===== config.mk =====
export PLATFORM = sky130hd
export DESIGN_NAME = tpru_div
export DESIGN_NICKNAME = d
export VERILOG_FILES = /design/src/rtl/tpru_div.sv
export SDC_FILE = /design/constraint.sdc
export NUM_CORES = 2
export LEC_CHECK = 0
export ABC_AREA = 0
export BUFFER_PORTS_ARGS = -buffer_cell sky130_fd_sc_hd__buf_2
export CAP_MARGIN = 25
export CORE_MARGIN = 2
export CORE_UTILIZATION = 53
export CTS_CLUSTER_DIAMETER = 150
export DETAILED_ROUTE_END_ITERATION = 10
export GPL_TIMING_DRIVEN = 0
export MAX_ROUTING_LAYER = met4
export PLACE_DENSITY_LB_ADDON = 0.1
export SLEW_MARGIN = 20
export SYNTH_ARGS = -nofsm -noshare
export SYNTH_HDL_FRONTEND = slang
export SYNTH_SLANG_ARGS = --single-unit

===== constraint.sdc =====
create_clock -name clk_i -period 56.9 [get_ports clk_i]
set_input_delay 11.38 -clock clk_i [delete_from_list [all_inputs] [get_ports clk_i]]
set_output_delay 11.38 -clock clk_i [all_outputs]
set_load 0.01 [all_outputs]

===== src/rtl/tpru_div.sv =====
`timescale 1ns / 1ps
`default_nettype none
// ----------------------------------------------------------------------------
// tpru_div: pipelined unsigned restoring divider
// One quotient bit per stage, QuoW stages. The caller guarantees the quotient
// fits in QuoW bits. A sideband word travels with each item.
// ----------------------------------------------------------------------------
module tpru_div #(
  parameter int unsigned NumW  = 35,
  parameter int unsigned DenW  = 17,
  parameter int unsigned QuoW  = 18,
  parameter int unsigned SideW = 116
) (
  input  logic             clk_i,
  input  logic             rst_ni,
  input  logic             in_valid_i,
  output logic             in_stall_o,
  input  logic [NumW-1:0]  num_i,
  input  logic [DenW-1:0]  den_i,
  input  logic             neg_i,
  input  logic [SideW-1:0] side_i,
  output logic             out_valid_o,
  input  logic             out_stall_i,
  output logic [QuoW-1:0]  quo_o,
  output logic             neg_o,
  output logic [SideW-1:0] side_o
);

  logic [QuoW-1:0]  valid_q, valid_d;
  logic [QuoW-1:0]  en;

  logic [DenW-1:0]  rem_q  [QuoW];
  logic [QuoW-1:0]  lo_q   [QuoW];
  logic [DenW-1:0]  den_q  [QuoW];
  logic             neg_q  [QuoW];
  logic [SideW-1:0] side_q [QuoW];

  logic [DenW-1:0]  rem_d  [QuoW];
  logic [QuoW-1:0]  lo_d   [QuoW];
  logic [DenW-1:0]  den_d  [QuoW];
  logic             neg_d  [QuoW];
  logic [SideW-1:0] side_d [QuoW];

  // A stage may load when the output drains or a bubble sits at or after it
  genvar k;
  generate
    for (k = 0; k < QuoW; k++) begin : g_en
      assign en[k] = !out_stall_i || !(&valid_q[QuoW-1:k]);
    end
  endgenerate

  assign in_stall_o = !en[0];

  // Valid bits advance with their stage
  always_comb begin
    valid_d[0] = en[0] ? in_valid_i : valid_q[0];
    for (int i = 1; i < QuoW; i++) begin
      valid_d[i] = en[i] ? valid_q[i-1] : valid_q[i];
    end
  end

  always_ff @(posedge clk_i or negedge rst_ni) begin
    if (!rst_ni) begin
      valid_q <= '0;
    end else begin
      valid_q <= valid_d;
    end
  end

  // One restoring step per stage
  always_comb begin
    logic [DenW-1:0]  src_rem;
    logic [QuoW-1:0]  src_lo;
    logic [DenW:0]    trial;
    logic             fits;
    for (int i = 0; i < QuoW; i++) begin
      if (i == 0) begin
        src_rem   = DenW'(num_i[NumW-1:QuoW]);
        src_lo    = num_i[QuoW-1:0];
        den_d[i]  = den_i;
        neg_d[i]  = neg_i;
        side_d[i] = side_i;
      end else begin
        src_rem   = rem_q[i-1];
        src_lo    = lo_q[i-1];
        den_d[i]  = den_q[i-1];
        neg_d[i]  = neg_q[i-1];
        side_d[i] = side_q[i-1];
      end
      trial    = {src_rem, src_lo[QuoW-1]};
      fits     = trial >= {1'b0, den_d[i]};
      rem_d[i] = fits ? DenW'(trial - {1'b0, den_d[i]}) : trial[DenW-1:0];
      lo_d[i]  = {src_lo[QuoW-2:0], fits};
    end
  end

  always_ff @(posedge clk_i) begin
    for (int i = 0; i < QuoW; i++) begin
      if (en[i]) begin
        rem_q[i]  <= rem_d[i];
        lo_q[i]   <= lo_d[i];
        den_q[i]  <= den_d[i];
        neg_q[i]  <= neg_d[i];
        side_q[i] <= side_d[i];
      end
    end
  end

  assign out_valid_o = valid_q[QuoW-1];
  assign quo_o       = lo_q[QuoW-1];
  assign neg_o       = neg_q[QuoW-1];
  assign side_o      = side_q[QuoW-1];

endmodule
`default_nettype wire


* Word-level counts from Yosys, hierarchy flattened
Memory sizes are Yosys's and may differ from the RTL's. Cells that the tools add are included.
Operators by class: add/subtract/negate cells 18, order comparisons 18, mux-type cells 54, reduce and logical (&&, ||, !) cells 55
Operator list (number):
- 18-bit by 17-bit greater-or-equal comparator with 1-bit output | 18
- 17-bit two-way mux | 18
- 17-bit subtractor | 18
- 1-bit two-way mux | 36
- 1-bit zero test | 20
- 1-bit logical OR | 18
- 18-bit AND reduction | 1
- 17-bit AND reduction | 1
- 16-bit AND reduction | 1
- 15-bit AND reduction | 1
- 14-bit AND reduction | 1
- 13-bit AND reduction | 1
- 12-bit AND reduction | 1
- 11-bit AND reduction | 1
- 10-bit AND reduction | 1
- 9-bit AND reduction | 1
- 8-bit AND reduction | 1
- 7-bit AND reduction | 1
- 6-bit AND reduction | 1
- 5-bit AND reduction | 1
- 4-bit AND reduction | 1
- 3-bit AND reduction | 1
- 2-bit AND reduction | 1
Word-level totals: register bits after elaboration 18, RAM bits 3042, bits of input ports 173, output and inout port bits 137, memories kept 5
Memory list:
- side_q | depth 18, bits a word 116, read ports 18, clocked after memory_dff 0, write ports 18, line 36 | logic [SideW-1:0] side_q [QuoW];
- lo_q | depth 18, bits a word 18, read ports 18, clocked after memory_dff 0, write ports 18, line 33 | logic [QuoW-1:0] lo_q [QuoW];
- den_q | depth 18, bits a word 17, read ports 17, clocked after memory_dff 0, write ports 18, line 34 | logic [DenW-1:0] den_q [QuoW];
- rem_q | depth 18, bits a word 17, read ports 17, clocked after memory_dff 0, write ports 18, line 32 | logic [DenW-1:0] rem_q [QuoW];
- neg_q | depth 18, bits a word 1, read ports 18, clocked after memory_dff 0, write ports 18, line 35 | logic neg_q [QuoW];

* Logic depth before layout (Yosys ltp)
depth in word-level cells 5, gate-level depth with buffers 14, depth with buffers taken out 12

* Worst setup path before layout
Ideal clock, no wire load.
kind input-to-output, start point input port out_stall_i, end point output port in_stall_o, arrival time 26093 ps, path slack 19427 ps, cell stages on the path 8, path buffers 0, cells stage by stage nand4_1 inv_1 and3_1 and2_1 inv_1 nor3_1 nand4_1 inv_1
On the way: cells in the longest elaborated chain, start to end 3
RTL lines:
- start, declared | line 23 | input logic out_stall_i,
- 1-bit zero test | line 48 | assign en[k] = !out_stall_i || !(&valid_q[QuoW-1:k]);
- 1-bit logical OR | line 48
- 1-bit zero test | line 52 | assign in_stall_o = !en[0];
- end, declared | line 17 | output logic in_stall_o,
No other way between the ends.

* Worst setup path in the final report
Ends and elaborated chain as after synthesis.

==> flow_summary.ini <==
[cts]
cts_tree = yes
holdBufCountCts = 0
cts_htree_levels = 5
clock-root-buffer = clkbuf_16
clk_path_buf_depth = 4
clk_latency_ps = 920
ctsResizeCount = 0
cts_setup_buffers = 0
path_clk_slew_ps = 60
cts_made_buffers = 317
clock-sinks = 3026

[floorplanning]
core_region_area_um2 = 204000
start_util_pct = 53.2
io_pins = 310
die_x_um = 457
rows = 166
dieArea_um2 = 209000
die_h_um = 457

[yosys]
synth_edf_count = 3008
synth_compound_area_share_pct = 4.63
synth_xor_area_share_pct = 1.86
synth_nets = 6137
synth_simple_gate_area_share_pct = 2.90
synth-async-reset-ratio_pct = 0.595
yosys_register_bits = 3026
syn_avg_cell_area_um2 = 19.3
yosys-top-cells-area = edfxtp_1 83%, ha_1 3.5%, mux2_2 1.4%
synth_flop_cell = edfxtp_1
synthCells = 5641
synthAdderAreaFrac_pct = 3.84
yosys_warnings = 0
synth_top_family_by_area = compound AO/OA/AOI/OAI gates
syn-cell-area_um2 = 109000
ys_types = 78
synth_top_area_share_pct = 83.2
yosys.area.top_type = edfxtp_1
ys_seq_area_share_pct = 83.6
muxShareOfSynthArea_pct = 1.66

[setup_path]
crit_top_cell = buf_6
r2r_end = side_q[0][4]
critPathLaunch = out_stall_i
crit_family = simple AND/OR/NAND/NOR gates
cp-endpoint = in_stall_o
worstPathCellList = buf_2, nand4_1, buf_8, inv_1, and3_1, and2_1, inv_8, nor3_2, nand4_1, buf_6, buf_6, buf_6, buf_6, buf_6, buf_6, buf_6, inv_1, buf_2
critPathLaunchType = input port
path_buf_inv = 13
critical_path_class = input port to primary output
crit_cells = 18
cp.required_ps = 45520
reg2reg_depth = 18
cp_max_fo = 40
rrSetupSlack_ps = 51280
crit_slowest_cell = nor3_2
reg2reg_from = valid_q[17]
cp-end-kind = primary output
cpPeakStageDelay_ps = 730
arrival_ps = 16020

[run_status]
status = finished, final reports clean

[worst_hold_path]
hold_path_class = flop to flop

[cells_and_area]
area_growth_pct = 15.0
design_area_um2 = 125000
nNetsFinal = 6851
drive_gt1_share_pct = 15.2
final_cell_mix = 3008 x edfxtp_1, 388 x inv_1, 322 x clkbuf_16
layout_commonest_cell = edfxtp_1

[drt]
num_vias = 48000
post_drt_via_cell_ratio = 5.18
detail-route-antenna-nets = 0
wl_per_cell_um = 19.6
routed_wl_mm = 182
drc = 0
dr.pass1.iters = 5
drt_iter0_markers = 3193

[global_route]
grt_pass1_vias = 49700
grtUsageMet3_pct = 3.25
grt_pass1_wl_mm = 282
grt_busiest_layer = met2
met2_usage_pct = 30.5
grt_max_degree = 85
grt_use_total_pct = 18.1
grt_overflow = 0
antenna_found_initial = 4
use_met1_pct = 22.5

[placement]
place.port_buffers = 309
placed_area_um2 = 115000
dp_slack_ps = 29540
dpl.hpwl_mm = 120
place_congestion = 0.849

[power]
power.density_nw_per_um2 = 51.5
p_leak_nw = 47.4
vdd_drop_max_uv = 31.3

[timing]
worst_pin_slew_ps = 1020
holdWs_ps = 365
fin_ws_ps = 29500
final-hold-violation-count = 0
fin_crit_sh_pct = 48.2
skew_ps = 87.8
max_freq_mhz = 36.5
setup_viol = 0
finalMaxSlewViolations = 0
rsz0062_at_grt = no
max_slew_margin_pct = 30.2
finalCriticalPeriod_ps = 27400
totalNegativeSetupSlack_ps = 0

[job]
maxCapViolCount = 0
[metrics by stage]
| step | power (W) | instances | util [%] |
|---|---|---|---|
| 6_report | 0.00643 | 9254 | 61.2 |
| 5_1_grt | 0.00678 | 9253 | 61.2 |
| 4_1_cts | 0.00650 | 9252 | 61.2 |
| 3_5_place_dp | 0.00459 | 8724 | 56.5 |
| 3_3_place_gp | 0.00457 | 8638 | 55.6 |
| 2_1_floorplan | 0.00420 | 5641 | - |
[worst reg2reg max path: cells and delay by family (launching register included)]
family                 cells  cell delay (ps)
buffers and inverters     13             2500
and+or+nand+nor            5             2390
DFF                        1              470
[final cells by class]
class	instances	area [um2]
Clock inverter	141	1170
Multi-Input combinational cell	2183	16300
Buffer	38	168
Antenna cell	2	5.00
Clock buffer	387	8300
Fill cell	14500	79300
Timing Repair Buffer	395	3320
Tap cell	2688	3360
Sequential cell	3026	90800
Inverter	394	1520
[metal layers]
layer	wire (um)	part of all wire [%]	up-vias
li1	-	-	23100
met2	92300	51	877
met5	0	0	-
met3	7130	3.9	312
met1	77800	43	23700
met4	4380	2.4	0
[state kept, by name, indices dropped and copies added, names as in the netlist]
register,flops
side_q,2088
lo_q,324
den_q,289
rem_q,289
neg_q,18
valid_q,18
[where the power goes]
part           internal, W  switching, W  total (W)
clock network      0.00111      0.000775    0.00189
registers          0.00303      0.000155    0.00319
logic             0.000592      0.000758    0.00135
total              0.00474       0.00169    0.00643
[Yosys cell counts (all sizes together) (11+ instances only)]
cell,n
clkbuf,24
o31ai,21
o21ai,209
mux2i,11
fa,17
nand2b,43
xnor2,136
a211oi,31
edfxtp,3008
nor2,185
mux2,148
o21bai,44
nor3,50
or3,20
nor2b,26
inv,394
nand3,37
a31oi,11
nand2,214
o31a,17
a21oi,248
and3,15
dfrtp,18
ha,306
nand4,46
o41ai,11
xor2,94
o21a,40
buf,14
or2,18
a21o,82
[worst min-delay path by stage]
stage	startpoint	to	slack [ps]	depth (start not counted)
CTS	side_q[5][6]	side_q[6][6]	360	0
detailed placement	lo_q[9][1]	lo_q[10][2]	400	0
finish	side_q[5][6]	side_q[6][6]	360	0
floorplan	lo_q[9][9]	lo_q[10][10]	400	0
global route	side_q[5][6]	side_q[6][6]	360	0
global placement	lo_q[4][1]	lo_q[5][2]	400	0
[cells by family after synthesis]
family | Yosys count
adders and majority gates | 323
DFF | 3026
muxes | 159
xor gates and xnor gates | 230
AOI/OAI and AO/OA | 793
and+or+nand+nor | 678
buffers and inverters | 432
(Power assumes the default switching activity.)
