`src/rtl/tpru_pkg.sv`:
```
`timescale 1ns / 1ps
`default_nettype none
// ----------------------------------------------------------------------------
// tpru_pkg: shared types and constants of the trapezoid phase response block
// Fixed-point widths, word types of both channels, the configuration set and
// the sideband that rides along with an item through the divider.
// ----------------------------------------------------------------------------
package tpru_pkg;

  // Time and phase format
  localparam int unsigned TimeBits = 48;
  localparam int unsigned FracBits = 16;

  // Derived widths
  localparam int unsigned PointW  = FracBits + 1;      // unsigned Q1.F point
  localparam int unsigned HeightW = FracBits + 2;      // signed Q1.F height
  localparam int unsigned PhaseW  = FracBits + 1;      // phase in [0, 2)
  localparam int unsigned ProdW   = 2 * HeightW;       // signed product
  localparam int unsigned NumW    = 2 * FracBits + 3;  // numerator magnitude
  localparam int unsigned DenW    = PointW;            // segment length
  localparam int unsigned QuoW    = FracBits + 2;      // quotient magnitude
  localparam int unsigned ShiftW  = FracBits + 3;      // signed phase shift
  localparam int unsigned NewPhW  = FracBits + 4;      // signed shifted phase

  // Fixed-point one
  localparam logic [TimeBits-1:0] OneTime  = {{(TimeBits-1){1'b0}}, 1'b1} << FracBits;
  localparam logic [PhaseW-1:0]   OnePhase = {1'b1, {FracBits{1'b0}}};

  // Register reset values
  localparam logic [PointW-1:0]  PointAReset = '0;
  localparam logic [PointW-1:0]  PointBReset = PointW'(1 << (FracBits - 2));
  localparam logic [PointW-1:0]  PointCReset = PointW'(3 << (FracBits - 2));
  localparam logic [PointW-1:0]  PointDReset = PointW'(1 << FracBits);
  localparam logic [HeightW-1:0] HeightReset = '0;

  // Register bus
  localparam int unsigned ApbAddrW = 5;
  localparam int unsigned ApbDataW = 32;

  typedef enum logic [2:0] {
    RegPointA    = 3'd0,
    RegPointB    = 3'd1,
    RegPointC    = 3'd2,
    RegPointD    = 3'd3,
    RegHeightOne = 3'd4,
    RegHeightTwo = 3'd5
  } reg_e;

  typedef enum logic [1:0] {
    ActNone    = 2'd0,
    ActEarlier = 2'd1,
    ActLater   = 2'd2
  } action_e;

  typedef struct packed {
    logic [TimeBits-1:0] now_time;
    logic [TimeBits-1:0] scheduled_fire_time;
    logic                coupling_positive;
  } in_word_t;

  typedef struct packed {
    logic [TimeBits-1:0] new_fire_time;
    action_e             action;
  } out_word_t;

  typedef struct packed {
    logic [PointW-1:0]  point_a;
    logic [PointW-1:0]  point_b;
    logic [PointW-1:0]  point_c;
    logic [PointW-1:0]  point_d;
    logic [HeightW-1:0] height_one;
    logic [HeightW-1:0] height_two;
  } cfg_t;

  // Carried alongside the division
  typedef struct packed {
    logic [PhaseW-1:0]   phase;
    logic [TimeBits-1:0] now_time;
    logic [TimeBits-1:0] fire_time;
    logic                positive;
    logic                hit;
  } side_t;

endpackage
`default_nettype wire

```
`src/rtl/tpru_update.sv`:
```
`timescale 1ns / 1ps
`default_nettype none
// ----------------------------------------------------------------------------
// tpru_update: apply the shift, clamp the phase and reschedule
// Two stages: signed shift and clamp, then the new firing time into the
// output register.
// ----------------------------------------------------------------------------
module tpru_update (
  input  logic                      clk_i,
  input  logic                      rst_ni,
  input  logic                      in_valid_i,
  output logic                      in_stall_o,
  input  logic [tpru_pkg::QuoW-1:0] quo_i,
  input  logic                      neg_i,
  input  tpru_pkg::side_t           side_i,
  output logic                      out_valid_o,
  input  logic                      out_stall_i,
  output tpru_pkg::out_word_t       out_word_o
);
  import tpru_pkg::*;

  localparam int unsigned NumStages = 2;
  localparam logic signed [NewPhW-1:0] NpOne = {{(NewPhW-PhaseW){1'b0}}, OnePhase};

  logic [NumStages-1:0] valid_q, valid_d;
  logic [NumStages-1:0] en;

  logic [ShiftW-1:0]          u1_quo_w, u1_shift_w;
  logic signed [NewPhW-1:0]   u1_sum_w;
  logic signed [NewPhW-1:0]   u1_np_q, u1_np_d;
  action_e                    u1_act_q, u1_act_d;
  logic [TimeBits-1:0]        u1_nowp_q, u1_fire_q;

  logic [TimeBits-1:0]        u2_npx_w, u2_time_w;
  out_word_t                  out_word_q, out_word_d;

  // A stage may load when the output drains or a bubble sits at or after it
  genvar k;
  generate
    for (k = 0; k < NumStages; k++) begin : g_en
      assign en[k] = !out_stall_i || !(&valid_q[NumStages-1:k]);
    end
  endgenerate

  assign in_stall_o = !en[0];

  always_comb begin
    valid_d[0] = en[0] ? in_valid_i : valid_q[0];
    for (int i = 1; i < NumStages; i++) begin
      valid_d[i] = en[i] ? valid_q[i-1] : valid_q[i];
    end
  end

  always_ff @(posedge clk_i or negedge rst_ni) begin
    if (!rst_ni) begin
      valid_q <= '0;
    end else begin
      valid_q <= valid_d;
    end
  end

  // Restore the sign of the quotient, add to the phase and clamp
  always_comb begin
    u1_quo_w   = {{(ShiftW-QuoW){1'b0}}, quo_i};
    u1_shift_w = neg_i ? (~u1_quo_w + 1'b1) : u1_quo_w;
    u1_sum_w   = $signed({{(NewPhW-PhaseW){1'b0}}, side_i.phase})
               + $signed({{(NewPhW-ShiftW){u1_shift_w[ShiftW-1]}}, u1_shift_w});
    u1_np_d    = u1_sum_w;
    u1_act_d   = ActNone;
    if (side_i.hit) begin
      if (side_i.positive) begin
        u1_act_d = ActEarlier;
        if (u1_sum_w > NpOne) begin
          u1_np_d = NpOne;
        end
      end else begin
        u1_act_d = ActLater;
        if (u1_sum_w < 0) begin
          u1_np_d = '0;
        end
      end
    end
  end

  // New firing time = 1 + now - shifted phase, or the old one if untouched
  always_comb begin
    u2_npx_w  = {{(TimeBits-NewPhW){u1_np_q[NewPhW-1]}}, u1_np_q};
    u2_time_w = u1_nowp_q - u2_npx_w;
    out_word_d.action        = u1_act_q;
    out_word_d.new_fire_time = (u1_act_q == ActNone) ? u1_fire_q : u2_time_w;
  end

  always_ff @(posedge clk_i) begin
    if (en[0]) begin
      u1_np_q   <= u1_np_d;
      u1_act_q  <= u1_act_d;
      u1_nowp_q <= side_i.now_time + OneTime;
      u1_fire_q <= side_i.fire_time;
    end
    if (en[1]) begin
      out_word_q <= out_word_d;
    end
  end

  assign out_valid_o = valid_q[NumStages-1];
  assign out_word_o  = out_word_q;

endmodule
`default_nettype wire

```
`config.mk`:
```
export PLATFORM = sky130hd
export DESIGN_NAME = tpru_update
export DESIGN_NICKNAME = d
export VERILOG_FILES = /design/src/rtl/tpru_pkg.sv /design/src/rtl/tpru_update.sv
export SDC_FILE = /design/constraint.sdc
export NUM_CORES = 1
export LEC_CHECK = 0
export BUFFER_PORTS_ARGS = -buffer_cell sky130_fd_sc_hd__buf_4
export CAP_MARGIN = 20
export CORE_MARGIN = 10
export CORE_UTILIZATION = 59
export CTS_BUF_LIST = sky130_fd_sc_hd__clkbuf_4 sky130_fd_sc_hd__clkbuf_8
export CTS_CLUSTER_DIAMETER = 30
export DETAILED_ROUTE_END_ITERATION = 8
export PLACE_DENSITY = 0.88
export SLEW_MARGIN = 20
export SYNTH_ARGS = -nofsm -noshare
export SYNTH_HDL_FRONTEND = slang
export SYNTH_SLANG_ARGS = --single-unit
```
`constraint.sdc`:
```
create_clock -name clk_i -period 5.4 [get_ports clk_i]
set_input_delay 0.81 -clock clk_i [delete_from_list [all_inputs] [get_ports clk_i]]
set_output_delay 0.81 -clock clk_i [all_outputs]
set_load 0.01 [all_outputs]
```
### After elaboration in Yosys (flattened, before gate mapping)

Index checks and enable logic that the tools add are counted.
W data, S select, Z words.

| storage, ports and cells | value |
|---|---|
| register bits | 170 |
| bits of input ports | 138 |
| output and inout bits | 52 |
| word-level logic and storage cells | 30 |

| operators by class | value |
|---|---|
| add/subtract/negate cells | 4 |
| order comparisons | 2 |
| multiplexer cells | 7 |
| bitwise logic cells | 1 |
| reduce and logical (&&, ||, !) cells | 8 |

Operators by type and width:

| operator | number |
|---|---|
| $mux W20 | 4 |
| $add A48 B17 Y48 const B | 1 |
| $mux W48 | 1 |
| $sub A48 B48 Y48 | 1 |
| $add A18 B19 Y20 | 1 |
| $gt A20 B18 Y1 const B | 1 |
| $lt A20 B1 Y1 const B | 1 |
| $add A19 B1 Y19 const B | 1 |
| $mux W19 | 1 |
| $not A18 Y19 | 1 |
| $logic_not A1 Y1 | 4 |
| $logic_not A2 Y1 | 1 |
| $logic_or A1 B1 Y1 | 2 |
| $mux W2 | 1 |
| $reduce_and A2 Y1 | 1 |

### Logic depth before layout (Yosys ltp)

| logic depth | value |
|---|---|
| word-level depth | 8 |
| depth in mapped cells | 18 |
| depth with buffers taken out | 15 |

### Least setup slack after synthesis

Ideal clock, no wire load.

| timing | value |
|---|---|
| path kind | input to output |
| start point | input out_stall_i |
| end point | output in_stall_o |
| arrival time | 4340 ps |
| data required time | 4590 ps |
| path slack | 250 ps |
| cell stages on the path | 2 |
| path buffers | 0 |
| path through | nand3_1 -> inv_1 |

| between the ends | value |
|---|---|
| longest elaborated chain between the ends | 3 |

Ends and longest elaborated chain:

| element | RTL line | RTL |
|---|---|---|
| start: declaration | tpru_update.sv:17 | `input logic out_stall_i,` |
| $logic_not A1 Y1 | tpru_update.sv:41 | `assign en[k] = !out_stall_i \|\| !(&valid_q[NumStages-1:k]);` |
| $logic_or A1 B1 Y1 | tpru_update.sv:41 |  |
| $logic_not A1 Y1 | tpru_update.sv:45 | `assign in_stall_o = !en[0];` |
| end: declaration | tpru_update.sv:12 | `output logic in_stall_o,` |

Every way passes these cells.

### Worst setup path in the final report

| timing | value |
|---|---|
| start point | input quo_i[4] (netlist name) |
| end point | register u1_np_q[10] (data pin) |

| between the ends | value |
|---|---|
| longest elaborated chain between the ends | 8 |
| elaborated cells between the ends (all ways) | 10 |
| classes of those cells | add/sub (2); order compare (2); mux (5); bitwise (1) |

Ends and longest elaborated chain:

| element | RTL line | RTL |
|---|---|---|
| start: declaration | tpru_update.sv:13 | `input logic [tpru_pkg::QuoW-1:0] quo_i,` |
| $not A18 Y19 | tpru_update.sv:65 | `u1_shift_w = neg_i ? (~u1_quo_w + 1'b1) : u1_quo_w;` |
| $add A19 B1 Y19 | tpru_update.sv:65 |  |
| $mux W19 * | tpru_update.sv:65 |  |
| $add A18 B19 Y20 * | tpru_update.sv:67 | `+ $signed({{(NewPhW-ShiftW){u1_shift_w[ShiftW-1]}}, u1_shift_w});` |
| $lt A20 B1 Y1 / $gt A20 B18 Y1 (equally long branches) | tpru_update.sv:78, tpru_update.sv:73 |  |
| $mux W20, on equally long branches | tpru_update.sv:78, tpru_update.sv:73 |  |
| $mux W20 | tpru_update.sv:71 | `if (side_i.positive) begin` |
| $mux W20 * | tpru_update.sv:70 | `if (side_i.hit) begin` |
| net u1_np_d[10] | tpru_update.sv:30 | `logic signed [NewPhW-1:0] u1_np_q, u1_np_d;` |
| end signal: assignment | tpru_update.sv:95 | `u1_np_q <= u1_np_d;` |
| end: declaration | tpru_update.sv:30 |  |

The timed path passes the listed nets; every way through them passes the cells marked *.
A chain may end at the register's enable or synchronous reset.

==> results.txt <==
Syn Area/Cell: 10.4 um2
non-filler cells in the finished layout: 1,449
data required time of the critical path: 5.63 ns
TritonCTS clock tree: yes
final cycle utilization of the critical path: 86.4%
actual slew at the worst max-slew pin: 0.868 ns
ANT nets after route: 0
# diodes: 0
insertion delay to the later sink of the worst-skew pair: 0.47 ns
Area Growth Syn to Fin: 18.7%
fin nets: 1,414
worst hold path class: in2async
warnings from Yosys: 0
die height: 155 um
cts hold-fix bufs: 0
Setup TNS: 0 ns
final setup vio count: 0
first-pass GRT wire length: 42,700 um
Yosys cell types: 73
largest net degree at the start of global routing: 66
crit path max fanout: 7
startpoint types: input pin
io pins: 190
Static Leak: 5.24 nW
FF+latch count, synth: 170
Max Slew Vio Count: 0
relative slew slack: 42.1%
Num CTS Buffers: 17
unrepaired setup endpoints after global routing: false
Core Util, Final: 70.8%
kind of critical path: in2reg
H-tree depth: 4
Via Count: 8,673
skew final: 0.0156 ns
drt first-iter violations: 818
footprint of the multi-input gates: 5250 um2
IR Drop Worst-Case VDD: 0.188 mV
via density per instance: 5.99
Max Fclk: 0.214 GHz
hpwl dp: 21,100 um
DRT Wirelength: 26,900 um
final hold violation count: 0
DRC: 0
status: complete, no violations
post-synthesis sequential area ratio: 47.7%
fin crit period: 4.66 ns
Final GP Congestion: 0.911
final hold slack: 0.0939 ns
number of fill cells: 1,332
Max Buffers Root-to-Sink: 2
Crit path arrival time: 4.89 ns
core area: 17,900 um2
Cell Rows: 49
die area: 23,900 um2
Max-Cap Viols: 0
vias in the first global route: 8,423
drt pass-1 iters: 5
Die X-Extent: 155 um
share of layout cells above drive strength 1: 21.2%
quantity of gates resized following cts: 0
Primary FF master, synth: edfxtp_1
Post-synth EDFFs: 168
IO Port Bufs: 189
clk slew on worst S/H paths: 0.10 ns
crit path capture type: flop
Initial Util: 59.7%
Clock Sinks: 170
total gr overflow: 0
initial antenna violation count: 0
Cell Area, Synth: 10,700 um2
overall routing resource usage: 22.0%
Clock Tree Root: clkbuf_8
Storage cell area: 5090 um2
Synth Instances: 1,030
FFs w/ async S/R, synth: 1.18%
PwrDens: 345 nW/um2
number of setup buffers added after CTS: 0
placed cells: 1,417
drt wl/cell: 18.6 um
Post-Syn Nets: 1,237
-- report_power, final --
group / internal [W] / switching, W
registers: 0.00172 / 0.0000709
logic: 0.000727 / 0.000984
clock network: 0.000405 / 0.000472
total: 0.00285 / 0.00153
-- cells in the mapped netlist, types with 5 or more instances --
cell type / number / area [um2]
edfxtp_1: 168 / 5040
a21oi_1: 99 / 495
nand2_1: 83 / 312
nor2_1: 74 / 278
xnor2_1: 71 / 622
ha_1: 67 / 838
o21ai_0: 60 / 300
inv_1: 50 / 188
clkbuf_1: 33 / 124
a21o_1: 29 / 218
xor2_1: 28 / 245
nand3_1: 23 / 115
and3_1: 19 / 119
nor3_1: 18 / 90.1
a211oi_1: 16 / 120
nand4_1: 12 / 75.1
nor2b_1: 12 / 75.1
nor2_2: 10 / 62.6
o211a_1: 10 / 100
nand2b_1: 9 / 56.3
or3_1: 9 / 56.3
o21a_1: 8 / 60.1
a31oi_1: 7 / 43.8
o31ai_1: 7 / 52.6
o211ai_1: 6 / 45.0
and4_1: 5 / 43.8
o21bai_1: 5 / 37.5
o31a_1: 5 / 43.8
or2_2: 5 / 31.3
-- layout by cell type (no fill, tap or decap), types with 4 or more instances in the layout --
master	synthesis	routed
o21ai_1	4	4
and4_1	5	5
or2_2	5	5
a31oi_1	7	7
nand4_1	12	12
o31ai_1	7	7
o21bai_1	5	5
o211ai_1	6	6
buf_4	0	196
edfxtp_1	168	168
a211oi_1	16	16
nand3_1	23	22
o21ai_0	60	60
inv_1	50	50
and3_1	19	19
nor2_1	74	73
a21oi_1	99	99
clkbuf_8	0	20
a21o_1	29	29
o21a_1	8	8
nor3_1	18	18
clkinvlp_4	0	4
and2_1	4	4
nor2b_1	12	12
ha_1	67	67
or2_1	4	4
nand2_1	83	82
a2111oi_0	4	4
o31a_1	5	5
nand2b_1	9	9
nor2_2	10	11
xnor2_1	71	71
or3_1	9	9
xor2_1	28	28
o211a_1	10	10
mux2i_1	4	4
-- registers in the layout (all words and copies together), names as in the netlist --
register and flops:
u1_nowp_q 48, out_word_o 50, u1_np_q 20, u1_act_q 2, u1_fire_q 48, valid_q 2
-- worst paths after layout --
| kind | startpoint | end | slack, ns | depth (start not counted) |
|---|---|---|---|---|
| max | quo_i[4] | u1_np_q[10] | 0.74 | 16 |
| min | rst_ni | valid_q[1] | 0.09 | 1 |
| max reg2reg | u1_np_q[19] | out_word_o[42] | 1.34 | 11 |
| min reg2reg | u1_act_q[0] | out_word_o[0] | 0.50 | 0 |
| max in group asynchronous | rst_ni | valid_q[0] | 5.22 | 1 |
| min in group clk_i | u1_act_q[0] | out_word_o[0] | 0.50 | 0 |
-- metal layers --
| metal | GRT usage, % | vias to the layer above | wire, um |
|---|---|---|---|
| met5 | 0 | - | 0 |
| met4 | 6.97 | 0 | 551 |
| met3 | 5.21 | 42 | 2170 |
| met2 | 36.2 | 390 | 12900 |
| met1 | 27.9 | 4063 | 11300 |
| li1 | - | 4178 | - |
-- critical path, cell delays in order --
cell      delay [ns]
buf_4           0.12
nor4_1          0.57
nand2_1         0.15
o41ai_1         0.34
xnor2_1         0.11
ha_1            0.39
a21oi_2         0.32
nand2b_1        0.16
o211a_1         0.27
nor4b_1         0.32
buf_4           0.19
o32ai_1         0.09
or3_1           0.47
o21ai_4         0.31
buf_4           0.22
nor2_2          0.04
-- logic make-up (layout without fill, tap and decap cells) --
logic type / Yosys count / after routing / share of synthesized area, %
buf+inv: 88 / 278 / 3.32
mux: 5 / 5 / 0.480
fa+ha+maj: 69 / 69 / 8.22
xor+xnor: 99 / 99 / 8.12
flops: 170 / 170 / 47.7
compound gates: 294 / 294 / 18.0
simple gates: 305 / 305 / 14.2
-- per-stage QoR --
step	total power, W	setup WS (ns)	area [um2]
after floorplan	0.00294	0.250	10700
after global placement	0.00344	0.420	12300
after detailed placement	0.00350	0.290	12300
after CTS	0.00438	0.794	12700
after global routing	0.00463	0.493	12700
final	0.00438	0.736	12700
-- cell type report --
class	instances	share of cell area [%]
Sequential cell	170	40.2
Timing Repair Buffer	196	11.6
Clock inverter	12	0.898
Clock buffer	20	2.17
Tap cell	229	2.26
Multi-Input combinational cell	772	41.4
Inverter	50	1.48
(Power assumes the default switching activity.)
