$ cat config.mk
export PLATFORM = sky130hd
export DESIGN_NAME = tpru_numer
export DESIGN_NICKNAME = d
export VERILOG_FILES = /design/src/rtl/tpru_pkg.sv /design/src/rtl/tpru_numer.sv
export SDC_FILE = /design/constraint.sdc
export NUM_CORES = 2
export LEC_CHECK = 0
export BUFFER_PORTS_ARGS = -buffer_cell sky130_fd_sc_hd__buf_4
export CORE_MARGIN = 5
export CORE_UTILIZATION = 58
export CTS_CLUSTER_SIZE = 16
export DETAILED_ROUTE_END_ITERATION = 6
export MAX_ROUTING_LAYER = met4
export PLACE_DENSITY = 0.77
export SLEW_MARGIN = 10
export SYNTH_ARGS = -nofsm -noshare
export SYNTH_HDL_FRONTEND = slang
export SYNTH_SLANG_ARGS = --single-unit
export TNS_END_PERCENT = 100
$ cat constraint.sdc
create_clock -name clk_i -period 7.1 [get_ports clk_i]
set_input_delay 0.71 -clock clk_i [delete_from_list [all_inputs] [get_ports clk_i]]
set_output_delay 0.71 -clock clk_i [all_outputs]
set_load 0.01 [all_outputs]
$ cat src/rtl/tpru_pkg.sv
`timescale 1ns / 1ps
`default_nettype none
// ----------------------------------------------------------------------------
// tpru_pkg: shared types and constants of the trapezoid phase response block
// Fixed-point widths, word types of both channels, the configuration set and
// the sideband that rides along with an item through the divider.
// ----------------------------------------------------------------------------
package tpru_pkg;

  // Time and phase format
  localparam int unsigned TimeBits = 48;
  localparam int unsigned FracBits = 16;

  // Derived widths
  localparam int unsigned PointW  = FracBits + 1;      // unsigned Q1.F point
  localparam int unsigned HeightW = FracBits + 2;      // signed Q1.F height
  localparam int unsigned PhaseW  = FracBits + 1;      // phase in [0, 2)
  localparam int unsigned ProdW   = 2 * HeightW;       // signed product
  localparam int unsigned NumW    = 2 * FracBits + 3;  // numerator magnitude
  localparam int unsigned DenW    = PointW;            // segment length
  localparam int unsigned QuoW    = FracBits + 2;      // quotient magnitude
  localparam int unsigned ShiftW  = FracBits + 3;      // signed phase shift
  localparam int unsigned NewPhW  = FracBits + 4;      // signed shifted phase

  // Fixed-point one
  localparam logic [TimeBits-1:0] OneTime  = {{(TimeBits-1){1'b0}}, 1'b1} << FracBits;
  localparam logic [PhaseW-1:0]   OnePhase = {1'b1, {FracBits{1'b0}}};

  // Register reset values
  localparam logic [PointW-1:0]  PointAReset = '0;
  localparam logic [PointW-1:0]  PointBReset = PointW'(1 << (FracBits - 2));
  localparam logic [PointW-1:0]  PointCReset = PointW'(3 << (FracBits - 2));
  localparam logic [PointW-1:0]  PointDReset = PointW'(1 << FracBits);
  localparam logic [HeightW-1:0] HeightReset = '0;

  // Register bus
  localparam int unsigned ApbAddrW = 5;
  localparam int unsigned ApbDataW = 32;

  typedef enum logic [2:0] {
    RegPointA    = 3'd0,
    RegPointB    = 3'd1,
    RegPointC    = 3'd2,
    RegPointD    = 3'd3,
    RegHeightOne = 3'd4,
    RegHeightTwo = 3'd5
  } reg_e;

  typedef enum logic [1:0] {
    ActNone    = 2'd0,
    ActEarlier = 2'd1,
    ActLater   = 2'd2
  } action_e;

  typedef struct packed {
    logic [TimeBits-1:0] now_time;
    logic [TimeBits-1:0] scheduled_fire_time;
    logic                coupling_positive;
  } in_word_t;

  typedef struct packed {
    logic [TimeBits-1:0] new_fire_time;
    action_e             action;
  } out_word_t;

  typedef struct packed {
    logic [PointW-1:0]  point_a;
    logic [PointW-1:0]  point_b;
    logic [PointW-1:0]  point_c;
    logic [PointW-1:0]  point_d;
    logic [HeightW-1:0] height_one;
    logic [HeightW-1:0] height_two;
  } cfg_t;

  // Carried alongside the division
  typedef struct packed {
    logic [PhaseW-1:0]   phase;
    logic [TimeBits-1:0] now_time;
    logic [TimeBits-1:0] fire_time;
    logic                positive;
    logic                hit;
  } side_t;

endpackage
`default_nettype wire

$ cat src/rtl/tpru_numer.sv
`timescale 1ns / 1ps
`default_nettype none
// ----------------------------------------------------------------------------
// tpru_numer: phase, segment selection and numerator of the response
// Five stages: time difference, phase and window, segment factors,
// products, then sum split into sign and magnitude for the divider.
// ----------------------------------------------------------------------------
module tpru_numer (
  input  logic                        clk_i,
  input  logic                        rst_ni,
  input  logic                        in_valid_i,
  output logic                        in_stall_o,
  input  tpru_pkg::in_word_t          in_word_i,
  input  tpru_pkg::cfg_t              cfg_i,
  output logic                        out_valid_o,
  input  logic                        out_stall_i,
  output logic [tpru_pkg::NumW-1:0]   num_o,
  output logic [tpru_pkg::DenW-1:0]   den_o,
  output logic                        neg_o,
  output tpru_pkg::side_t             side_o
);
  import tpru_pkg::*;

  localparam int unsigned NumStages = 5;

  logic [NumStages-1:0] valid_q, valid_d;
  logic [NumStages-1:0] en;

  // Stage 1: time difference
  logic [TimeBits-1:0] s1_now_q, s1_fire_q, s1_mag_q, s1_mag_d;
  logic                s1_pos_q, s1_ge_q, s1_ge_d;
  // Stage 2: phase and window
  logic [PhaseW-1:0]   s2_phase_q, s2_phase_d;
  logic                s2_hit_q, s2_hit_d;
  logic [TimeBits-1:0] s2_now_q, s2_fire_q;
  logic                s2_pos_q;
  // Stage 3: segment factors
  logic [PointW-1:0]   s3_x1_q, s3_x1_d, s3_x2_q, s3_x2_d;
  logic [DenW-1:0]     s3_den_q, s3_den_d;
  side_t               s3_side_q, s3_side_d;
  // Stage 4: products
  logic [ProdW-1:0]    s4_p1_q, s4_p1_d, s4_p2_q, s4_p2_d;
  logic [DenW-1:0]     s4_den_q;
  side_t               s4_side_q;
  // Stage 5: sign and magnitude
  logic [ProdW:0]      s5_sum_w, s5_mag_w;
  logic [NumW-1:0]     s5_num_q;
  logic                s5_neg_q;
  logic [DenW-1:0]     s5_den_q;
  side_t               s5_side_q;

  // A stage may load when the output drains or a bubble sits at or after it
  genvar k;
  generate
    for (k = 0; k < NumStages; k++) begin : g_en
      assign en[k] = !out_stall_i || !(&valid_q[NumStages-1:k]);
    end
  endgenerate

  assign in_stall_o = !en[0];

  always_comb begin
    valid_d[0] = en[0] ? in_valid_i : valid_q[0];
    for (int i = 1; i < NumStages; i++) begin
      valid_d[i] = en[i] ? valid_q[i-1] : valid_q[i];
    end
  end

  always_ff @(posedge clk_i or negedge rst_ni) begin
    if (!rst_ni) begin
      valid_q <= '0;
    end else begin
      valid_q <= valid_d;
    end
  end

  // Take the distance between now and the firing time
  always_comb begin
    s1_ge_d  = in_word_i.now_time >= in_word_i.scheduled_fire_time;
    s1_mag_d = s1_ge_d ? in_word_i.now_time - in_word_i.scheduled_fire_time
                       : in_word_i.scheduled_fire_time - in_word_i.now_time;
  end

  // Form phase = 1 + now - fire and mark items outside [0, 2) as misses
  always_comb begin
    if (s1_ge_q) begin
      s2_hit_d   = (s1_mag_q[TimeBits-1:FracBits] == '0);
      s2_phase_d = {1'b1, s1_mag_q[FracBits-1:0]};
    end else begin
      s2_hit_d   = (s1_mag_q <= OneTime);
      s2_phase_d = OnePhase - s1_mag_q[PhaseW-1:0];
    end
  end

  // Pick the segment: shift numerator is x1 * h1 + x2 * h2
  always_comb begin
    s3_side_d.phase     = s2_phase_q;
    s3_side_d.now_time  = s2_now_q;
    s3_side_d.fire_time = s2_fire_q;
    s3_side_d.positive  = s2_pos_q;
    s3_side_d.hit       = s2_hit_q;
    s3_x1_d             = '0;
    s3_x2_d             = '0;
    s3_den_d            = DenW'(1);
    priority if (s2_phase_q < cfg_i.point_a) begin
      s3_side_d.hit = 1'b0;
    end else if (s2_phase_q < cfg_i.point_b) begin
      s3_x1_d  = s2_phase_q - cfg_i.point_a;
      s3_den_d = cfg_i.point_b - cfg_i.point_a;
    end else if (s2_phase_q < cfg_i.point_c) begin
      s3_x1_d  = cfg_i.point_c - s2_phase_q;
      s3_x2_d  = s2_phase_q - cfg_i.point_b;
      s3_den_d = cfg_i.point_c - cfg_i.point_b;
    end else if (s2_phase_q < cfg_i.point_d) begin
      s3_x2_d  = cfg_i.point_d - s2_phase_q;
      s3_den_d = cfg_i.point_d - cfg_i.point_c;
    end else begin
      s3_side_d.hit = 1'b0;
    end
  end

  // Multiply each factor by its height
  always_comb begin
    s4_p1_d = $signed({1'b0, s3_x1_q}) * $signed(cfg_i.height_one);
    s4_p2_d = $signed({1'b0, s3_x2_q}) * $signed(cfg_i.height_two);
  end

  // Add the products and split into sign and magnitude
  always_comb begin
    s5_sum_w = {s4_p1_q[ProdW-1], s4_p1_q} + {s4_p2_q[ProdW-1], s4_p2_q};
    s5_mag_w = s5_sum_w[ProdW] ? (~s5_sum_w + 1'b1) : s5_sum_w;
  end

  // Payload registers
  always_ff @(posedge clk_i) begin
    if (en[0]) begin
      s1_now_q  <= in_word_i.now_time;
      s1_fire_q <= in_word_i.scheduled_fire_time;
      s1_pos_q  <= in_word_i.coupling_positive;
      s1_ge_q   <= s1_ge_d;
      s1_mag_q  <= s1_mag_d;
    end
    if (en[1]) begin
      s2_phase_q <= s2_phase_d;
      s2_hit_q   <= s2_hit_d;
      s2_now_q   <= s1_now_q;
      s2_fire_q  <= s1_fire_q;
      s2_pos_q   <= s1_pos_q;
    end
    if (en[2]) begin
      s3_x1_q   <= s3_x1_d;
      s3_x2_q   <= s3_x2_d;
      s3_den_q  <= s3_den_d;
      s3_side_q <= s3_side_d;
    end
    if (en[3]) begin
      s4_p1_q   <= s4_p1_d;
      s4_p2_q   <= s4_p2_d;
      s4_den_q  <= s3_den_q;
      s4_side_q <= s3_side_q;
    end
    if (en[4]) begin
      s5_num_q  <= s5_mag_w[NumW-1:0];
      s5_neg_q  <= s5_sum_w[ProdW];
      s5_den_q  <= s4_den_q;
      s5_side_q <= s4_side_q;
    end
  end

  assign out_valid_o = valid_q[NumStages-1];
  assign num_o       = s5_num_q;
  assign den_o       = s5_den_q;
  assign neg_o       = s5_neg_q;
  assign side_o      = s5_side_q;

endmodule
`default_nettype wire

# ---- Yosys cells after proc, flatten, opt, wreduce, memory -nomap -nowiden
# Cells that the tools add are included.
dict set report op_classes {
  multipliers 2
  n_lt_le_gt_ge 6
  bitwise_logic 1
  add_sub_neg 12
  muxes 14
  n_reduce_logical 18
}
# operator n
set op_table {}
lappend op_table {{$mux W17} 7}
lappend op_table {{$sub A17 B17 Y17} 7}
lappend op_table {{$sub A48 B48 Y48} 2}
lappend op_table {{$mul A18 B18 Y36} 2}
lappend op_table {{$lt A17 B17 Y1} 4}
lappend op_table {{$ge A48 B48 Y1} 1}
lappend op_table {{$le A48 B17 Y1 const B} 1}
lappend op_table {{$mux W48} 1}
lappend op_table {{$add A36 B36 Y37} 1}
lappend op_table {{$add A35 B1 Y35 const B} 1}
lappend op_table {{$mux W35} 1}
lappend op_table {{$not A35 Y35} 1}
lappend op_table {{$logic_not A32 Y1} 1}
lappend op_table {{$sub A17 B17 Y17 const A} 1}
lappend op_table {{$mux W16} 1}
lappend op_table {{$logic_not A1 Y1} 7}
lappend op_table {{$logic_or A1 B1 Y1} 5}
lappend op_table {{$reduce_and A5 Y1} 1}
lappend op_table {{$mux W1} 4}
lappend op_table {{$reduce_and A4 Y1} 1}
lappend op_table {{$reduce_and A3 Y1} 1}
lappend op_table {{$reduce_and A2 Y1} 1}
lappend op_table {{$reduce_or A2 Y1} 1}
dict set report totals {
  reg_bits 804
  wordCells 93
  out_inout_bits 170
  inputBits 205
}

# ---- Depth between registers and ports, before layout
dict set report logic_depth {
  depth_word 4
  mapped_depth 25
  depth_no_buf 24
}

# ---- Worst setup path after synthesis
# OpenSTA, ideal clock, no wires.
dict set report synth_path {
  kind {input port to flip-flop}
  startpoint {input out_stall_i}
  endpoint {register s1_fire_q[0], enable pin}
  setup_time_ns 1.907
  setup_slack_ns 0.275
  t_arrival_ns 4.918
  required_ns 5.193
  n_path_buf 0
  path_stages 2
  cell_sequence {and3_1 > nand4_1}
}
dict set report synth_via {
  elab_chain_cells 2
}
# item line_no
set synth_lines {}
lappend synth_lines {{start, declared} tpru_numer.sv:16} ;# input logic out_stall_i,
lappend synth_lines {{$logic_not A1 Y1} tpru_numer.sv:56} ;# assign en[k] = !out_stall_i || !(&valid_q[NumStages-1:k]);
lappend synth_lines {{$logic_or A1 B1 Y1} tpru_numer.sv:56}
lappend synth_lines {{end signal, assigned} tpru_numer.sv:138} ;# s1_fire_q <= in_word_i.scheduled_fire_time;
lappend synth_lines {{end, declared} tpru_numer.sv:30} ;# logic [TimeBits-1:0] s1_now_q, s1_fire_q, s1_mag_q, s1_mag_d;
# No other way between the ends.
# A chain may end at the register's enable or synchronous reset.

# ---- Worst setup path after layout
dict set report layout_path {
  startpoint {register s3_x1_q[7]}
  endpoint {register s4_p1_q[34] (data pin)}
}
dict set report layout_via {
  elab_chain_cells 1
}
# item line_no
set layout_lines {}
lappend layout_lines {{start, declared} tpru_numer.sv:38} ;# logic [PointW-1:0] s3_x1_q, s3_x1_d, s3_x2_q, s3_x2_d;
lappend layout_lines {{start signal, assigned} tpru_numer.sv:151} ;# s3_x1_q <= s3_x1_d;
lappend layout_lines {{$mul A18 B18 Y36} tpru_numer.sv:124} ;# s4_p1_d = $signed({1'b0, s3_x1_q}) * $signed(cfg_i.height_one);
lappend layout_lines {{via s4_p1_d[34]} tpru_numer.sv:42} ;# logic [ProdW-1:0] s4_p1_q, s4_p1_d, s4_p2_q, s4_p2_d;
lappend layout_lines {{end signal, assigned} tpru_numer.sv:157} ;# s4_p1_q <= s4_p1_d;
lappend layout_lines {{end, declared} tpru_numer.sv:42}
# The timed path passes the listed nets, and every way through them passes these cells.

==> reports/results.txt <==
The wire length per cell after detailed routing came out at 21.38 um. In this run the critical register-to-register path is launched from s3_x1_q[7]. The total routed wirelength was 155000 um. The initial utilization of the core area, before any placement, comes to 58.57%. Yosys mapped a number of flops with a built-in enable equal to 799. The tools report the worst hold slack as 226.1 ps. The min-delay analysis places its worst path in the category input port to flip-flop. The area share of and/or/nand/nor cells after synthesis works out to 11.89%. The run gives 660 ps as the worst-skew pair later-pin latency. Counting distinct cell types in the post-synthesis netlist gives 90. The routed layout has 41740 vias. For the pin with the worst max-slew slack, the measured transition is 1003 ps. The run gives 33.15% as the relative slew slack.

Setup repair after global routing left no endpoint under its margin. The first routing iteration left 3361 violations. The dominant combinational cell family by area after synthesis was adder cells. The count of buffers from port buffering came out at 374.

The tools report the worst min-delay path endpoint as s1_pos_q. After technology mapping, the gate count stands at 5420. STA classifies the critical path startpoint as a flip-flop. The via count normalized by instance count came out at 5.759. The reg-to-reg setup timing slack is 390 ps. The logs give 3 for the H-tree depth reported by CTS and 28.77% for the total global-route track usage. The number of instances on the worst hold path is 1, and the fraction of final layout cells with drive strength greater than 1 is 10.48%.

The worst clock skew on the final layout was 43.61 ps. The tools report the top achievable clock speed as 149.1 MHz. The setup TNS was 0 ps.

The tools report the floorplan row count as 117. The prevailing post-synth register cell was sky130_fd_sc_hd__edfxtp_1. Number of detailed-route iterations in the first pass: 6. The flip-flop and latch count after synthesis came out at 804. The clock-pin slew of the registers on the worst-case setup and hold paths is 60 ps, and the number of buffers created by CTS is 81. After legalization and detailed placement, the total HPWL measured 121200 um. The number of clock sinks was 804. In this run the worst path has a maximum fanout of 10. The final layout contains 6990 nets. The number of cells on the worst reg-to-reg path is 23. From left edge to right edge, the die measures 331.2 um. The flow ran to the end, and the final reports show no timing, DRC or antenna violations. The tool flagged a number of max-cap violations equal to 0.

For the final antenna-violating net count, the log shows 0. Gates resized during post-CTS repair numbered 0. After synthesis, the mean cell area works out to 11.04 um2. The tools report the final-report hold violation count as 0. The type of the setup path with the least slack was flip-flop to flip-flop.

The worst path arrival time is 7090 ps. The clock passes through at most 3 buffers. Last weighted congestion value of the routability-driven placer: 0.9482. The xor-xnor portion of the synthesized cell area came out at 3.703%. TritonCTS built the clock tree. The area of the core is 102200 um2. Global routing finished with a remaining overflow of 0.

Wire length of the first global-routing pass: 240700 um. Counting flops with an async set or reset pin after synthesis yields a share of 0.6219%. The clock period minus worst slack came out at 6705 ps. Capture point of the worst reg-to-reg path: s4_p1_q[34]. The number of placed instances, taps included came out at 7058.

The tools report the total I/O pin count as 375. Compared with the post-synthesis result, the final layout area differs by 12.47%. For this run, the number of Yosys warnings is 0.

Summing the areas of all fa, ha and maj instances in the mapped netlist gives 27.08% of the synthesized area. For this run, design rule violations remaining after detail routing come to 0. The proportion of synthesized area in mux cells works out to 0.5373%. Hold path startpoint: in_word_i[0]. The number of global-route vias before repair is 42800, and the end-of-flow core utilization is 65.87%. Critical path capture point type: a flip-flop. Setup violations remaining at the end of the flow were counted as 0.

The synthesized netlist devotes 10.21% of its cell area to compound gates. The tools report the sequential element share of the synthesized area as 40.30%. The mapped netlist covers 59840 um2. For the worst setup path, the data required time is 7480 ps.

The floorplan step defined a die boundary enclosing 109700 um2. The logs give 32 for the initial antenna violation count and 0 for the total count of max-transition violations in the final report. Once layout is complete, the cells apart from fillers number 7249. In this run the clock root is driven by a sky130_fd_sc_hd__clkbuf_16. In the finished design, the share of the clock period the worst path needs comes to 94.44%.

Measured along the y axis, the die boundary spans 331.2 um. For the largest net degree at the start of global routing, the log shows 117. The number of nets handed over by synthesis was 6626.
==> cells in the final DEF, fill, tap and decap left out, types with 12 or more instances in the layout <==
cell type,count
sky130_fd_sc_hd__clkbuf_16,82
sky130_fd_sc_hd__nor4_1,21
sky130_fd_sc_hd__nand4_1,44
sky130_fd_sc_hd__o31ai_1,22
sky130_fd_sc_hd__inv_1,837
sky130_fd_sc_hd__a21o_1,91
sky130_fd_sc_hd__fa_1,490
sky130_fd_sc_hd__a21boi_0,12
sky130_fd_sc_hd__a211oi_1,39
sky130_fd_sc_hd__and2_1,349
sky130_fd_sc_hd__o211ai_1,32
sky130_fd_sc_hd__nor3_1,78
sky130_fd_sc_hd__o21a_1,47
sky130_fd_sc_hd__edfxtp_1,799
sky130_fd_sc_hd__a21oi_1,281
sky130_fd_sc_hd__nand2_1,430
sky130_fd_sc_hd__clkinv_1,16
sky130_fd_sc_hd__mux2i_1,22
sky130_fd_sc_hd__o21bai_1,44
sky130_fd_sc_hd__and3_1,20
sky130_fd_sc_hd__a221oi_1,19
sky130_fd_sc_hd__o21ai_0,173
sky130_fd_sc_hd__ha_1,511
sky130_fd_sc_hd__nor2b_1,35
sky130_fd_sc_hd__diode_2,30
sky130_fd_sc_hd__nor2_1,213
sky130_fd_sc_hd__or3_1,28
sky130_fd_sc_hd__buf_4,429
sky130_fd_sc_hd__nand2b_1,58
sky130_fd_sc_hd__nand3_1,63
sky130_fd_sc_hd__a31oi_1,31
sky130_fd_sc_hd__xor2_1,80
sky130_fd_sc_hd__xnor2_1,173
==> layout make-up <==
type / instances / area, um2
Fill cell: 7897 / 34880
Multi-Input combinational cell: 3618 / 32010
Sequential cell: 804 / 24120
Timing Repair Buffer: 439 / 3411
Inverter: 840 / 3161
Clock buffer: 93 / 2093
Tap cell: 1368 / 1712
Clock inverter: 57 / 724.4
Antenna cell: 30 / 75.07
==> worst max-delay path by stage <==
stage / endpoint / slack (ps) / start / depth (start not counted)
2_1_floorplan: s1_fire_q[0] / 270 / out_stall_i / 2
3_3_place_gp: s4_p1_q[35] / 290 / cfg_i[21] / 22
3_5_place_dp: s4_p1_q[35] / 250 / cfg_i[21] / 22
4_1_cts: s4_p2_q[35] / 350 / s3_x2_q[7] / 22
5_1_grt: s4_p2_q[32] / 2 / s3_x2_q[4] / 20
6_report: s4_p1_q[34] / 390 / s3_x1_q[7] / 23
==> registers in the layout, indices dropped and copies added, names as in the netlist, 35 cells and up <==
name / flops
s4_side_q: 115
s2_fire_q: 48
s4_p2_q: 36
s1_mag_q: 48
s1_fire_q: 48
s1_now_q: 48
s2_now_q: 48
num_o: 35
side_o: 115
s4_p1_q: 36
s3_side_q: 115
==> worst max-delay path: stages, from the launching register on <==
cell and delay (ps):
sky130_fd_sc_hd__edfxtp_1 660, sky130_fd_sc_hd__buf_4 280, sky130_fd_sc_hd__nand2_1 100, sky130_fd_sc_hd__fa_1 540
sky130_fd_sc_hd__inv_1 50, sky130_fd_sc_hd__fa_1 500, sky130_fd_sc_hd__inv_1 60, sky130_fd_sc_hd__fa_1 560
sky130_fd_sc_hd__inv_1 50, sky130_fd_sc_hd__fa_1 450, sky130_fd_sc_hd__fa_1 490, sky130_fd_sc_hd__inv_1 50
sky130_fd_sc_hd__fa_1 490, sky130_fd_sc_hd__inv_1 40, sky130_fd_sc_hd__ha_1 320, sky130_fd_sc_hd__nand4_1 90
sky130_fd_sc_hd__or2_2 300, sky130_fd_sc_hd__o21a_1 210, sky130_fd_sc_hd__a221o_1 340, sky130_fd_sc_hd__o211ai_1 240
sky130_fd_sc_hd__a311oi_1 190, sky130_fd_sc_hd__o21ai_0 210, sky130_fd_sc_hd__a21oi_1 110, sky130_fd_sc_hd__xnor2_1 130
==> cells in the mapped netlist, types with 80 or more instances <==
| library cell | number | share of area (%) |
|---|---|---|
| sky130_fd_sc_hd__a21o_1 | 91 | 1.1 |
| sky130_fd_sc_hd__a21oi_1 | 281 | 2.4 |
| sky130_fd_sc_hd__and2_1 | 349 | 3.6 |
| sky130_fd_sc_hd__clkbuf_1 | 147 | 0.92 |
| sky130_fd_sc_hd__edfxtp_1 | 799 | 40 |
| sky130_fd_sc_hd__fa_1 | 490 | 16 |
| sky130_fd_sc_hd__ha_1 | 511 | 11 |
| sky130_fd_sc_hd__inv_1 | 838 | 5.3 |
| sky130_fd_sc_hd__nand2_1 | 432 | 2.7 |
| sky130_fd_sc_hd__nor2_1 | 214 | 1.3 |
| sky130_fd_sc_hd__o21ai_0 | 173 | 1.4 |
| sky130_fd_sc_hd__xnor2_1 | 173 | 2.5 |
| sky130_fd_sc_hd__xor2_1 | 80 | 1.2 |
==> routing by layer <==
layer	vias up	global-route usage (%)	wire [um]	share of wire, %
met2	1462	47.86	76220	49
li1	19250	-	-	-
met1	20670	34.64	60780	39
met4	0	10.10	6292	4.1
met5	-	-	0	0
met3	357	6.914	11680	7.5
==> stage by stage <==
stage	cell area [um2]	setup slack (ps)
6_report	67300	394.7
3_3_place_gp	64220	288.0
3_5_place_dp	64220	252.3
5_1_grt	67300	1.797
2_1_floorplan	59840	274.7
4_1_cts	67050	349.4
==> timing repair <==
item | in CTS | in global routing
endpoints found under the hold margin | 5 | 0
endpoints found under the setup margin | 0 | 3
setup buffers | 0 | 10
hold buffers | 1 | 0
==> cells by family after synthesis <==
kind of cell / after synthesis
buf+inv: 998
compound gates: 933
flops: 804
mux: 31
simple gates: 1400
fa+ha+maj: 1001
xor+xnor: 253
Power is not shown: default switching activity piles up to over one toggle a cycle in this logic, so the estimate is an artifact.
